**src/hw/rtl/assert_macros.svh**
```systemverilog
// Assertion helpers used by the command engine RTL of the seen-device cache.
`ifndef ASSERT_MACROS_SVH
`define ASSERT_MACROS_SVH

// Same-cycle implication, disabled while reset is asserted.
`define SDC_ASSERT_IMPL(label, clk, rst_n, ante, cons) \
    label: assert property (@(posedge clk) disable iff (!rst_n) (ante) |-> (cons)) \
        else $error("same-cycle check failed");

// Next-cycle implication, disabled while reset is asserted.
`define SDC_ASSERT_NEXT(label, clk, rst_n, ante, cons) \
    label: assert property (@(posedge clk) disable iff (!rst_n) (ante) |=> (cons)) \
        else $error("next-cycle check failed");

`endif

```
**src/hw/rtl/sdc_pkg.sv**
```systemverilog
// ----------------------------------------------------------------------------
// Seen-device cache package
// Shared constants, command codes and the stored entry layout.
// ----------------------------------------------------------------------------
`default_nettype none

package sdc_pkg;

    localparam int DEPTH_DEFAULT = 24;
    localparam logic [31:0] LIFETIME_RESET = 32'd10000;
    localparam int KEY_W = 48;
    localparam int STAMP_W = 32;
    localparam int COUNT_W = 5;

    typedef enum logic [1:0] {
        CMD_TOUCH  = 2'd0,
        CMD_PRUNE  = 2'd1,
        CMD_LOOKUP = 2'd2,
        CMD_UNUSED = 2'd3
    } cmd_t;

    typedef struct packed {
        logic [KEY_W-1:0]   key;
        logic [1:0]         kind;
        logic signed [7:0]  dbm;
        logic [STAMP_W-1:0] stamp;
    } entry_t;

endpackage

`default_nettype wire

```
**src/hw/rtl/sdc_ifaces.sv**
```systemverilog
// ----------------------------------------------------------------------------
// Seen-device cache channel interfaces
// Valid/ready channels for configuration, commands and results.
// ----------------------------------------------------------------------------
`default_nettype none

interface sdc_cfg_if;
    logic        valid;
    logic        ready;
    logic [31:0] data;

    modport source (output valid, output data, input ready);
    modport sink (input valid, input data, output ready);
endinterface

interface sdc_in_if;
    logic              valid;
    logic              ready;
    logic [1:0]        cmd;
    logic [47:0]       device_addr;
    logic [1:0]        addr_kind;
    logic signed [7:0] signal_dbm;
    logic [31:0]       now_ms;

    modport source (output valid, output cmd, output device_addr, output addr_kind,
                    output signal_dbm, output now_ms, input ready);
    modport sink (input valid, input cmd, input device_addr, input addr_kind,
                  input signal_dbm, input now_ms, output ready);
endinterface

interface sdc_out_if;
    logic              valid;
    logic              ready;
    logic              hit;
    logic [1:0]        hit_kind;
    logic signed [7:0] hit_dbm;
    logic              did_evict;
    logic [4:0]        dropped;
    logic [4:0]        occupancy;

    modport source (output valid, output hit, output hit_kind, output hit_dbm,
                    output did_evict, output dropped, output occupancy, input ready);
    modport sink (input valid, input hit, input hit_kind, input hit_dbm,
                  input did_evict, input dropped, input occupancy, output ready);
endinterface

`default_nettype wire

```
**src/hw/rtl/sdc_entry_ram.sv**
```systemverilog
// ----------------------------------------------------------------------------
// Seen-device cache entry memory
// One write port and one read port with registered read data.
// ----------------------------------------------------------------------------
`default_nettype none

module sdc_entry_ram #(
    parameter int CACHE_DEPTH = sdc_pkg::DEPTH_DEFAULT,
    parameter int IDX_W       = $clog2(CACHE_DEPTH)
) (
    input  wire logic            clk,
    input  wire logic            we,
    input  wire logic [IDX_W-1:0] waddr,
    input  sdc_pkg::entry_t      wdata,
    input  wire logic            re,
    input  wire logic [IDX_W-1:0] raddr,
    output sdc_pkg::entry_t      rdata
);
    import sdc_pkg::*;

    entry_t mem_array [CACHE_DEPTH];
    entry_t rdata_reg;

    always_ff @(posedge clk)
    begin
        if (we)
        begin
            mem_array[waddr] <= wdata;
        end
    end

    always_ff @(posedge clk)
    begin
        if (re)
        begin
            rdata_reg <= mem_array[raddr];
        end
    end

    assign rdata = rdata_reg;

endmodule

`default_nettype wire

```
**src/hw/rtl/sdc_engine.sv**
```systemverilog
// ----------------------------------------------------------------------------
// Seen-device cache command engine
// Walks the valid entries through the memory read port and applies the command.
// ----------------------------------------------------------------------------
`default_nettype none
`include "assert_macros.svh"

module sdc_engine #(
    parameter int CACHE_DEPTH = sdc_pkg::DEPTH_DEFAULT,
    parameter int IDX_W       = $clog2(CACHE_DEPTH)
) (
    input  wire logic             clk,
    input  wire logic             rst_n,
    sdc_in_if.sink                in_ch,
    sdc_out_if.source             out_ch,
    input  wire logic [31:0]      lifetime,
    output logic                  mem_we,
    output logic [IDX_W-1:0]      mem_waddr,
    output sdc_pkg::entry_t       mem_wdata,
    output logic                  mem_re,
    output logic [IDX_W-1:0]      mem_raddr,
    input  sdc_pkg::entry_t       mem_rdata
);
    import sdc_pkg::*;

    localparam int CNT_W = $clog2(CACHE_DEPTH + 1);
    localparam logic [CNT_W-1:0] DEPTH_CNT = CNT_W'(CACHE_DEPTH);

    typedef enum logic [2:0] {
        ST_IDLE   = 3'b001,
        ST_SCAN   = 3'b010,
        ST_RESULT = 3'b100
    } state_t;

    state_t state_reg, state_next;

    cmd_t              cmd_reg;
    logic [KEY_W-1:0]  key_reg;
    logic [1:0]        kind_reg;
    logic signed [7:0] dbm_reg;
    logic [31:0]       now_reg;

    logic [CNT_W-1:0] fill_reg, fill_next;
    logic [CNT_W-1:0] scan_reg, scan_next;
    logic [CNT_W-1:0] keep_reg, keep_next;
    logic             pend_reg, pend_next;
    logic [IDX_W-1:0] pend_idx_reg, pend_idx_next;

    logic              hit_reg;
    logic [IDX_W-1:0]  hit_idx_reg;
    logic [1:0]        hit_kind_reg;
    logic signed [7:0] hit_dbm_reg;
    logic [31:0]       min_stamp_reg;
    logic [IDX_W-1:0]  min_idx_reg;

    logic              out_valid_reg, out_valid_next;
    logic              out_hit_reg;
    logic [1:0]        out_kind_reg;
    logic signed [7:0] out_dbm_reg;
    logic              out_evict_reg;
    logic [4:0]        out_dropped_reg;
    logic [4:0]        out_occ_reg;

    logic             accept;
    logic             more;
    logic             process;
    logic             key_match;
    logic             keep_entry;
    logic [31:0]      age;
    logic             out_free;
    logic             finish;
    logic             key_cmd;
    logic             res_hit;
    logic             res_evict;
    logic [CNT_W-1:0] res_fill;
    logic [CNT_W-1:0] res_dropped;
    logic [IDX_W-1:0] touch_idx;

    assign in_ch.ready = (state_reg == ST_IDLE);
    assign accept      = in_ch.valid && in_ch.ready;

    assign more    = (scan_reg < fill_reg);
    assign process = (state_reg == ST_SCAN) && pend_reg;

    assign key_match  = (mem_rdata.key == key_reg);
    assign age        = now_reg - mem_rdata.stamp;
    assign keep_entry = (age <= lifetime);

    assign out_free = !out_valid_reg || out_ch.ready;
    assign finish   = (state_reg == ST_RESULT) && out_free;
    assign key_cmd  = (cmd_reg == CMD_TOUCH) || (cmd_reg == CMD_LOOKUP);
    assign res_hit  = hit_reg && key_cmd;

    // Touch target: the matching entry, else the next free slot, else the stalest entry.
    always_comb
    begin
        res_evict   = 1'b0;
        res_fill    = fill_reg;
        res_dropped = '0;
        touch_idx   = min_idx_reg;
        unique case (cmd_reg)
            CMD_TOUCH:
            begin
                if (hit_reg)
                begin
                    touch_idx = hit_idx_reg;
                end
                else if (fill_reg < DEPTH_CNT)
                begin
                    touch_idx = fill_reg[IDX_W-1:0];
                    res_fill  = fill_reg + CNT_W'(1);
                end
                else
                begin
                    res_evict = 1'b1;
                end
            end
            CMD_PRUNE:
            begin
                res_fill    = keep_reg;
                res_dropped = fill_reg - keep_reg;
            end
            CMD_LOOKUP, CMD_UNUSED:
            begin
                res_fill = fill_reg;
            end
            default:
            begin
                res_fill = fill_reg;
            end
        endcase
    end

    // Memory ports: reads walk the entries; prune compacts survivors downward,
    // a touch writes its one entry when the result is handed over.
    assign mem_re    = (state_reg == ST_SCAN) && more;
    assign mem_raddr = scan_reg[IDX_W-1:0];

    always_comb
    begin
        mem_we    = 1'b0;
        mem_waddr = touch_idx;
        mem_wdata = '{key: key_reg, kind: kind_reg, dbm: dbm_reg, stamp: now_reg};
        if (process && (cmd_reg == CMD_PRUNE))
        begin
            mem_we    = keep_entry;
            mem_waddr = keep_reg[IDX_W-1:0];
            mem_wdata = mem_rdata;
        end
        else if (finish && (cmd_reg == CMD_TOUCH))
        begin
            mem_we = 1'b1;
        end
    end

    always_comb
    begin
        state_next     = state_reg;
        fill_next      = fill_reg;
        scan_next      = scan_reg;
        keep_next      = keep_reg;
        pend_next      = 1'b0;
        pend_idx_next  = pend_idx_reg;
        out_valid_next = out_valid_reg && !out_ch.ready;
        unique case (state_reg)
            ST_IDLE:
            begin
                if (accept)
                begin
                    state_next = ST_SCAN;
                    scan_next  = '0;
                    keep_next  = '0;
                end
            end
            ST_SCAN:
            begin
                if (more)
                begin
                    pend_next     = 1'b1;
                    pend_idx_next = scan_reg[IDX_W-1:0];
                    scan_next     = scan_reg + CNT_W'(1);
                end
                else if (!pend_reg)
                begin
                    state_next = ST_RESULT;
                end
                if (process && (cmd_reg == CMD_PRUNE) && keep_entry)
                begin
                    keep_next = keep_reg + CNT_W'(1);
                end
            end
            ST_RESULT:
            begin
                if (out_free)
                begin
                    state_next     = ST_IDLE;
                    fill_next      = res_fill;
                    out_valid_next = 1'b1;
                end
            end
            default:
            begin
                state_next = ST_IDLE;
            end
        endcase
    end

    always_ff @(posedge clk or negedge rst_n)
    begin
        if (!rst_n)
        begin
            state_reg     <= ST_IDLE;
            fill_reg      <= '0;
            scan_reg      <= '0;
            keep_reg      <= '0;
            pend_reg      <= 1'b0;
            out_valid_reg <= 1'b0;
        end
        else
        begin
            state_reg     <= state_next;
            fill_reg      <= fill_next;
            scan_reg      <= scan_next;
            keep_reg      <= keep_next;
            pend_reg      <= pend_next;
            out_valid_reg <= out_valid_next;
        end
    end

    // Payload and search results.
    always_ff @(posedge clk)
    begin
        pend_idx_reg <= pend_idx_next;
        if (accept)
        begin
            cmd_reg  <= cmd_t'(in_ch.cmd);
            key_reg  <= in_ch.device_addr;
            kind_reg <= in_ch.addr_kind;
            dbm_reg  <= in_ch.signal_dbm;
            now_reg  <= in_ch.now_ms;
            hit_reg  <= 1'b0;
        end
        if (process && key_match && !hit_reg)
        begin
            hit_reg      <= 1'b1;
            hit_idx_reg  <= pend_idx_reg;
            hit_kind_reg <= mem_rdata.kind;
            hit_dbm_reg  <= mem_rdata.dbm;
        end
        // Strict compare keeps the lowest index among equal stamps.
        if (process && ((pend_idx_reg == '0) || (mem_rdata.stamp < min_stamp_reg)))
        begin
            min_stamp_reg <= mem_rdata.stamp;
            min_idx_reg   <= pend_idx_reg;
        end
        if (finish)
        begin
            out_hit_reg     <= res_hit;
            out_kind_reg    <= res_hit ? hit_kind_reg : 2'd0;
            out_dbm_reg     <= res_hit ? hit_dbm_reg : 8'sd0;
            out_evict_reg   <= res_evict && !hit_reg;
            out_dropped_reg <= COUNT_W'(res_dropped);
            out_occ_reg     <= COUNT_W'(res_fill);
        end
    end

    assign out_ch.valid     = out_valid_reg;
    assign out_ch.hit       = out_hit_reg;
    assign out_ch.hit_kind  = out_kind_reg;
    assign out_ch.hit_dbm   = out_dbm_reg;
    assign out_ch.did_evict = out_evict_reg;
    assign out_ch.dropped   = out_dropped_reg;
    assign out_ch.occupancy = out_occ_reg;

    `SDC_ASSERT_IMPL(a_fill_bound, clk, rst_n, 1'b1, fill_reg <= DEPTH_CNT)
    `SDC_ASSERT_IMPL(a_compact_down, clk, rst_n, mem_we && (state_reg == ST_SCAN), keep_reg <= CNT_W'(pend_idx_reg))
    `SDC_ASSERT_NEXT(a_accept_scan, clk, rst_n, accept, state_reg == ST_SCAN)

endmodule

`default_nettype wire

```
**src/hw/rtl/seen_device_cache_lru_ttl_core.sv**
```systemverilog
// Each accepted item walks only the valid entries, one read per cycle on the single
// memory port, and then registers its result; the next item is accepted only once the
// block is back in idle, so the walk sets the rate and items never overlap. A result
// not yet taken holds the next one back behind the output register.
// Reset clears the entry count and loads lifetime_ms with 10000; memory is not cleared.
// ----------------------------------------------------------------------------
// Seen-device cache top level
// Recently seen device table keyed by 48-bit address, with stalest-entry
// replacement on a full table and lifetime-based pruning.
// ----------------------------------------------------------------------------
`default_nettype none

module seen_device_cache_lru_ttl_core #(
    parameter int CACHE_DEPTH = sdc_pkg::DEPTH_DEFAULT
) (
    input  wire logic clk,
    input  wire logic rst_n,
    sdc_cfg_if.sink   cfg_ch,
    sdc_in_if.sink    in_ch,
    sdc_out_if.source out_ch
);
    import sdc_pkg::*;

    localparam int IDX_W = $clog2(CACHE_DEPTH);

    // The lifetime register. Writes are to arrive only while the block is idle;
    // the block itself does not enforce this, and the port is always ready.
    logic [31:0] lifetime_reg;

    logic             mem_we;
    logic [IDX_W-1:0] mem_waddr;
    entry_t           mem_wdata;
    logic             mem_re;
    logic [IDX_W-1:0] mem_raddr;
    entry_t           mem_rdata;

    assign cfg_ch.ready = 1'b1;

    always_ff @(posedge clk or negedge rst_n)
    begin
        if (!rst_n)
        begin
            lifetime_reg <= LIFETIME_RESET;
        end
        else if (cfg_ch.valid)
        begin
            lifetime_reg <= cfg_ch.data;
        end
    end

    // The engine walks the valid entries in order. A touch or lookup compares
    // every key and tracks the smallest raw stamp for a possible eviction; a
    // prune writes each surviving entry back at the next compacted position,
    // which never passes the read position, so no forwarding is needed.
    sdc_engine #(
        .CACHE_DEPTH (CACHE_DEPTH),
        .IDX_W       (IDX_W)
    ) u_engine (
        .clk       (clk),
        .rst_n     (rst_n),
        .in_ch     (in_ch),
        .out_ch    (out_ch),
        .lifetime  (lifetime_reg),
        .mem_we    (mem_we),
        .mem_waddr (mem_waddr),
        .mem_wdata (mem_wdata),
        .mem_re    (mem_re),
        .mem_raddr (mem_raddr),
        .mem_rdata (mem_rdata)
    );

    // Key, type, strength and stamp of each entry share one memory word.
    sdc_entry_ram #(
        .CACHE_DEPTH (CACHE_DEPTH),
        .IDX_W       (IDX_W)
    ) u_ram (
        .clk   (clk),
        .we    (mem_we),
        .waddr (mem_waddr),
        .wdata (mem_wdata),
        .re    (mem_re),
        .raddr (mem_raddr),
        .rdata (mem_rdata)
    );

endmodule

`default_nettype wire
```
**src/flat_wrapper.sv**
```systemverilog
// flat-port wrapper written by rule: the top's interface ports become plain ports
module seen_device_cache_lru_ttl_core_flat import sdc_pkg::*;
#(
    parameter int CACHE_DEPTH = sdc_pkg::DEPTH_DEFAULT
)
  (clk, rst_n, cfg_ch_valid, cfg_ch_data, cfg_ch_ready, in_ch_valid, in_ch_cmd, in_ch_device_addr, in_ch_addr_kind, in_ch_signal_dbm, in_ch_now_ms, in_ch_ready, out_ch_valid, out_ch_hit, out_ch_hit_kind, out_ch_hit_dbm, out_ch_did_evict, out_ch_dropped, out_ch_occupancy, out_ch_ready);
  sdc_cfg_if cfg_ch_i ();
  sdc_in_if in_ch_i ();
  sdc_out_if out_ch_i ();
  input  wire logic clk;
  input  wire logic rst_n;
  input wire logic [$bits(cfg_ch_i.valid)-1:0] cfg_ch_valid;
  input wire logic [$bits(cfg_ch_i.data)-1:0] cfg_ch_data;
  output wire logic [$bits(cfg_ch_i.ready)-1:0] cfg_ch_ready;
  input wire logic [$bits(in_ch_i.valid)-1:0] in_ch_valid;
  input wire logic [$bits(in_ch_i.cmd)-1:0] in_ch_cmd;
  input wire logic [$bits(in_ch_i.device_addr)-1:0] in_ch_device_addr;
  input wire logic [$bits(in_ch_i.addr_kind)-1:0] in_ch_addr_kind;
  input wire logic [$bits(in_ch_i.signal_dbm)-1:0] in_ch_signal_dbm;
  input wire logic [$bits(in_ch_i.now_ms)-1:0] in_ch_now_ms;
  output wire logic [$bits(in_ch_i.ready)-1:0] in_ch_ready;
  output wire logic [$bits(out_ch_i.valid)-1:0] out_ch_valid;
  output wire logic [$bits(out_ch_i.hit)-1:0] out_ch_hit;
  output wire logic [$bits(out_ch_i.hit_kind)-1:0] out_ch_hit_kind;
  output wire logic [$bits(out_ch_i.hit_dbm)-1:0] out_ch_hit_dbm;
  output wire logic [$bits(out_ch_i.did_evict)-1:0] out_ch_did_evict;
  output wire logic [$bits(out_ch_i.dropped)-1:0] out_ch_dropped;
  output wire logic [$bits(out_ch_i.occupancy)-1:0] out_ch_occupancy;
  input wire logic [$bits(out_ch_i.ready)-1:0] out_ch_ready;
  assign cfg_ch_i.valid = cfg_ch_valid;
  assign cfg_ch_i.data = cfg_ch_data;
  assign cfg_ch_ready = cfg_ch_i.ready;
  assign in_ch_i.valid = in_ch_valid;
  assign in_ch_i.cmd = in_ch_cmd;
  assign in_ch_i.device_addr = in_ch_device_addr;
  assign in_ch_i.addr_kind = in_ch_addr_kind;
  assign in_ch_i.signal_dbm = in_ch_signal_dbm;
  assign in_ch_i.now_ms = in_ch_now_ms;
  assign in_ch_ready = in_ch_i.ready;
  assign out_ch_valid = out_ch_i.valid;
  assign out_ch_hit = out_ch_i.hit;
  assign out_ch_hit_kind = out_ch_i.hit_kind;
  assign out_ch_hit_dbm = out_ch_i.hit_dbm;
  assign out_ch_did_evict = out_ch_i.did_evict;
  assign out_ch_dropped = out_ch_i.dropped;
  assign out_ch_occupancy = out_ch_i.occupancy;
  assign out_ch_i.ready = out_ch_ready;
  seen_device_cache_lru_ttl_core #(.CACHE_DEPTH(CACHE_DEPTH)) u_core (.clk(clk), .rst_n(rst_n), .cfg_ch(cfg_ch_i), .in_ch(in_ch_i), .out_ch(out_ch_i));
endmodule
```
**config.mk**
```make
export PLATFORM = sky130hd
export DESIGN_NAME = seen_device_cache_lru_ttl_core_flat
export DESIGN_NICKNAME = d
export VERILOG_FILES = /design/src/hw/rtl/sdc_pkg.sv /design/src/hw/rtl/sdc_ifaces.sv /design/src/hw/rtl/sdc_entry_ram.sv /design/src/hw/rtl/sdc_engine.sv /design/src/hw/rtl/seen_device_cache_lru_ttl_core.sv /design/src/flat_wrapper.sv
export VERILOG_INCLUDE_DIRS = /design/src /design/src/hw/rtl
export SDC_FILE = /design/constraint.sdc
export NUM_CORES = 2
export LEC_CHECK = 0
export BUFFER_PORTS_ARGS = -buffer_cell sky130_fd_sc_hd__buf_4
export CORE_MARGIN = 8
export CORE_UTILIZATION = 55
export DETAILED_ROUTE_END_ITERATION = 12
export GPL_TIMING_DRIVEN = 0
export PLACE_DENSITY = 0.71
export SYNTH_ARGS = -nofsm -noshare
export SYNTH_HDL_FRONTEND = slang
export SYNTH_HIERARCHICAL = 1
export SYNTH_SLANG_ARGS = --single-unit
export TNS_END_PERCENT = 1
```
**constraint.sdc**
```tcl
create_clock -name clk -period 14.3 [get_ports clk]
set_input_delay 1.43 -clock clk [delete_from_list [all_inputs] [get_ports clk]]
set_output_delay 1.43 -clock clk [all_outputs]
set_load 0.1 [all_outputs]
```
==> flow_metrics.py <==
metrics = {
    "timing": {
        "final_hold_viol_count": 0,
        "setup_tns_ns": 0,
        "clock_skew_ns": 0.0331,
        "relSlewSlack_pct": -0.0255,
        "tightest_slew_ns": 1.50,
        "min_period_ns": 7.77,
        "finalCritPeriodShare_pct": 54.3,
        "max_freq_mhz": 129,
        "rsz0062_at_grt": "no",
        "setup_viol": 0,
        "layout_setup_ws_ns": 6.53,
        "slew_viol_final": 4,
    },
    "global_routing": {
        "grt_use_met1_pct": 33.9,
        "grt_util_met2_pct": 40.6,
        "grt_use_met3_pct": 4.57,
        "grt_max_degree": 55,
        "gr-total-overflow": 0,
        "grtUsageTotal_pct": 24.8,
        "grt_pass1_wl_um": 353000,
        "busiest_layer": "met2",
        "grt_pass1_vias": 52800,
        "antenna_found_initial": 8,
    },
    "synthesis": {
        "synth_edf_count": 2421,
        "yosysTopAreaCellShare_pct": 73.6,
        "synth_ff_type": "edfxtp_1",
        "synth.area.top_cells": "edfxtp_1 74%, mux2i_1 6.8%, mux4_2 4.6%",
        "yosysWarnings": 6,
        "yosys-top-cells-count": "2421 x edfxtp_1, 674 x mux2i_1, 507 x nand2_1",
        "synth_top_cell_by_area": "edfxtp_1",
        "syn_nets": 5742,
        "yosysMostFrequentCell": "edfxtp_1",
        "syn_avg_cell_area_sq_um": 17.9,
        "synth_cell_types": 80,
        "synth_cells": 5506,
        "synth_seq_area_share_pct": 74.9,
        "ys_seq_elements": 2474,
        "async_reset_ff_share_pct": 2.10,
        "synth_area_sq_um": 98800,
    },
    "floorplan": {
        "fp.dieW_um": 440,
        "core_area_sq_um": 178000,
        "fp.dieH_um": 440,
        "io_pins": 154,
        "initial_core_util_pct": 55.4,
        "rows": 155,
        "die_area_sq_um": 193000,
    },
    "clocking": {
        "numCtsBuffers": 237,
        "root_buffer": "clkbuf_16",
        "cts_setup_buffers": 0,
        "htreeDepth": 4,
        "cts_resized": 0,
        "clk_pin_slew_worst_paths_ns": 0.06,
        "cts_hold_buf": 0,
        "cts.sink_count": 2474,
        "cts_tree": "done",
        "insertion_delay_ns": 0.85,
        "cts_max_path_buffers": 3,
    },
    "flow_run": {
        "maxCapViolCount": 1,
    },
    "finish": {
        "area_delta_synth_final_pct": 14.1,
        "fillers": 12200,
        "stdcell_count": 8563,
        "n_antenna_cell": 0,
        "largest_register_ffs": 2160,
        "drive_gt1_share_pct": 18.0,
        "layout.nets": 6262,
    },
    "critical_path": {
        "end_kind": "register",
        "reg2reg_from": "u_core/u_ram/rdata[0]",
        "crit_slowest_cell": "nor2_4",
        "cpPeakStageDelay_ns": 0.85,
        "r2r-end": "u_core/u_ram/mem_array[4][74]",
        "startpoint_type": "register",
        "crit_end": "u_core/u_ram/mem_array[4][74]",
        "reg2reg_slack_ns": 6.53,
        "critPathBufInv": 3,
        "critPathLaunch": "u_core/u_ram/rdata[0]",
        "path_delay_family": "compound AO/OA/AOI/OAI gates",
        "path_depth": 24,
        "cp.arrival_ns": 8.29,
        "crit_fanout": 24,
        "critical_path_class": "register to register",
        "required_ns": 14.82,
        "rr_worst_depth": 24,
        "cp_cell_sequence": "ha_1, fa_1, nand2b_1, a21oi_1, nor4b_4, o21a_2, o21ai_1, a221o_1, a41oi_2, and2b_1, xnor2_1, ha_1, a21o_1, a21o_1, a21oi_1, o221a_2, o21ai_0, a21oi_1, a21o_1, or3b_1, clkbuf_1, nor2_4, buf_12, buf_12",
    },
    "outcome": {
        "violations": "capacitance limit, slew limit",
        "status": "complete, but fails checks",
    },
    "placed_design": {
        "numPortBuffers": 151,
        "place_inst": 8142,
        "pre_cts_ws_ns": 6.67,
        "gp_congestion": 0.827,
        "dp.final_hpwl_um": 163000,
    },
    "route": {
        "ant_nets": 0,
        "drc": 0,
        "firstDrtPassIters": 6,
        "drt-total-wl_um": 245000,
        "avgViaCountPerCell": 6.19,
        "num_vias": 53000,
        "avgRoutedWirePerCell_um": 28.6,
        "drtIter0Drc": 5660,
    },
    "power": {
        "switchingPower_mw": 5.13,
        "p_comb_share_pct": 20.9,
        "p_int_mw": 13.3,
        "seqPwrFrac_pct": 46.9,
        "max-vdd-ir-drop_v": 0.000113,
        "power_leakage_nw": 37.0,
        "pwr-share-clk_pct": 32.2,
        "switching_share_pct": 27.8,
        "p_total_mw": 18.4,
        "powerDensity_nw_per_um2": 163,
    },
    "worst_hold_path": {
        "hold_class": "register to register",
        "min_from": "u_core/u_ram/rdata[37]",
    },
}
-- routing by layer --
metal	share of wire (%)	up-vias
met4	3.6	4
met5	0.0094	-
met1	40	27300
met3	8.6	458
met2	48	2418
li1	-	22800
-- worst min path at each step --
| stage | end | slack, ns | depth (start not counted) |
|---|---|---|---|
| 6_report | u_core/u_engine/hit_dbm_reg[5] | 0.45 | 0 |
| 5_1_grt | u_core/u_engine/hit_dbm_reg[6] | 0.48 | 0 |
| 4_1_cts | u_core/u_engine/hit_dbm_reg[5] | 0.45 | 0 |
| 3_5_place_dp | u_core/u_engine/hit_dbm_reg[5] | 0.44 | 0 |
| 3_3_place_gp | u_core/u_engine/hit_dbm_reg[7] | 0.43 | 0 |
| 2_1_floorplan | u_core/u_engine/hit_dbm_reg[0] | 0.43 | 0 |
-- placed cells by master, fill, tap and decap left out, drive strengths merged, types with 11 or more instances in the layout --
cell type     n
inv         137
edfxtp     2421
mux4        204
bufinv       15
clkbuf      435
a22oi       222
mux2i       674
buf         419
mux2        126
a21o         41
nand3       169
and2         15
nand2       507
nand4       117
xor2         30
clkinv       89
nand2b       13
nor2         63
ha          105
a21oi        65
o21a         11
xnor2        45
o21ai        86
dfrtp        46
a221oi       27
-- cell families after synthesis --
kind of cell    share of synthesized area, %
fa+ha+maj                               1.37
other cells                          0.00379
buf+inv                                 2.17
xor+xnor                               0.665
simple gates                            4.32
compound gates                          3.53
mux                                     13.0
flops                                   74.9
-- metrics by stage --
stage                     hold slack, ns  instance area [sq um]  utilization (%)
after floorplan                    0.426                  98800                -
after global placement             0.434                 103000             57.7
after detailed placement           0.436                 105000             59.1
after CTS                          0.451                 113000             63.2
after global routing               0.476                 113000             63.2
final                              0.446                 113000             63.2
-- power by group through the flow --
stage                     Clock, mW  Combinational [mW]  Sequential [mW]
after floorplan                   0                2.55             8.74
after global placement            0                3.65             8.84
after detailed placement          0                3.81             8.79
after CTS                      6.03                3.84             8.64
after global routing           6.30                4.10             8.65
final                          5.93                3.85             8.64
-- final cells by class --
| type | instances | area [sq um] | share of cell area (%) |
|---|---|---|---|
| sequential | 2474 | 74000 | 65.6 |
| multi-input combinational | 2630 | 22900 | 20.3 |
| clock buffer | 300 | 6230 | 5.53 |
| timing repair buffer | 281 | 3430 | 3.04 |
| tap | 2355 | 2950 | 2.61 |
| buffer | 273 | 1680 | 1.49 |
| clock inverter | 121 | 1070 | 0.952 |
| inverter | 129 | 489 | 0.434 |
Note: power is estimated with default switching activity, not from simulation.
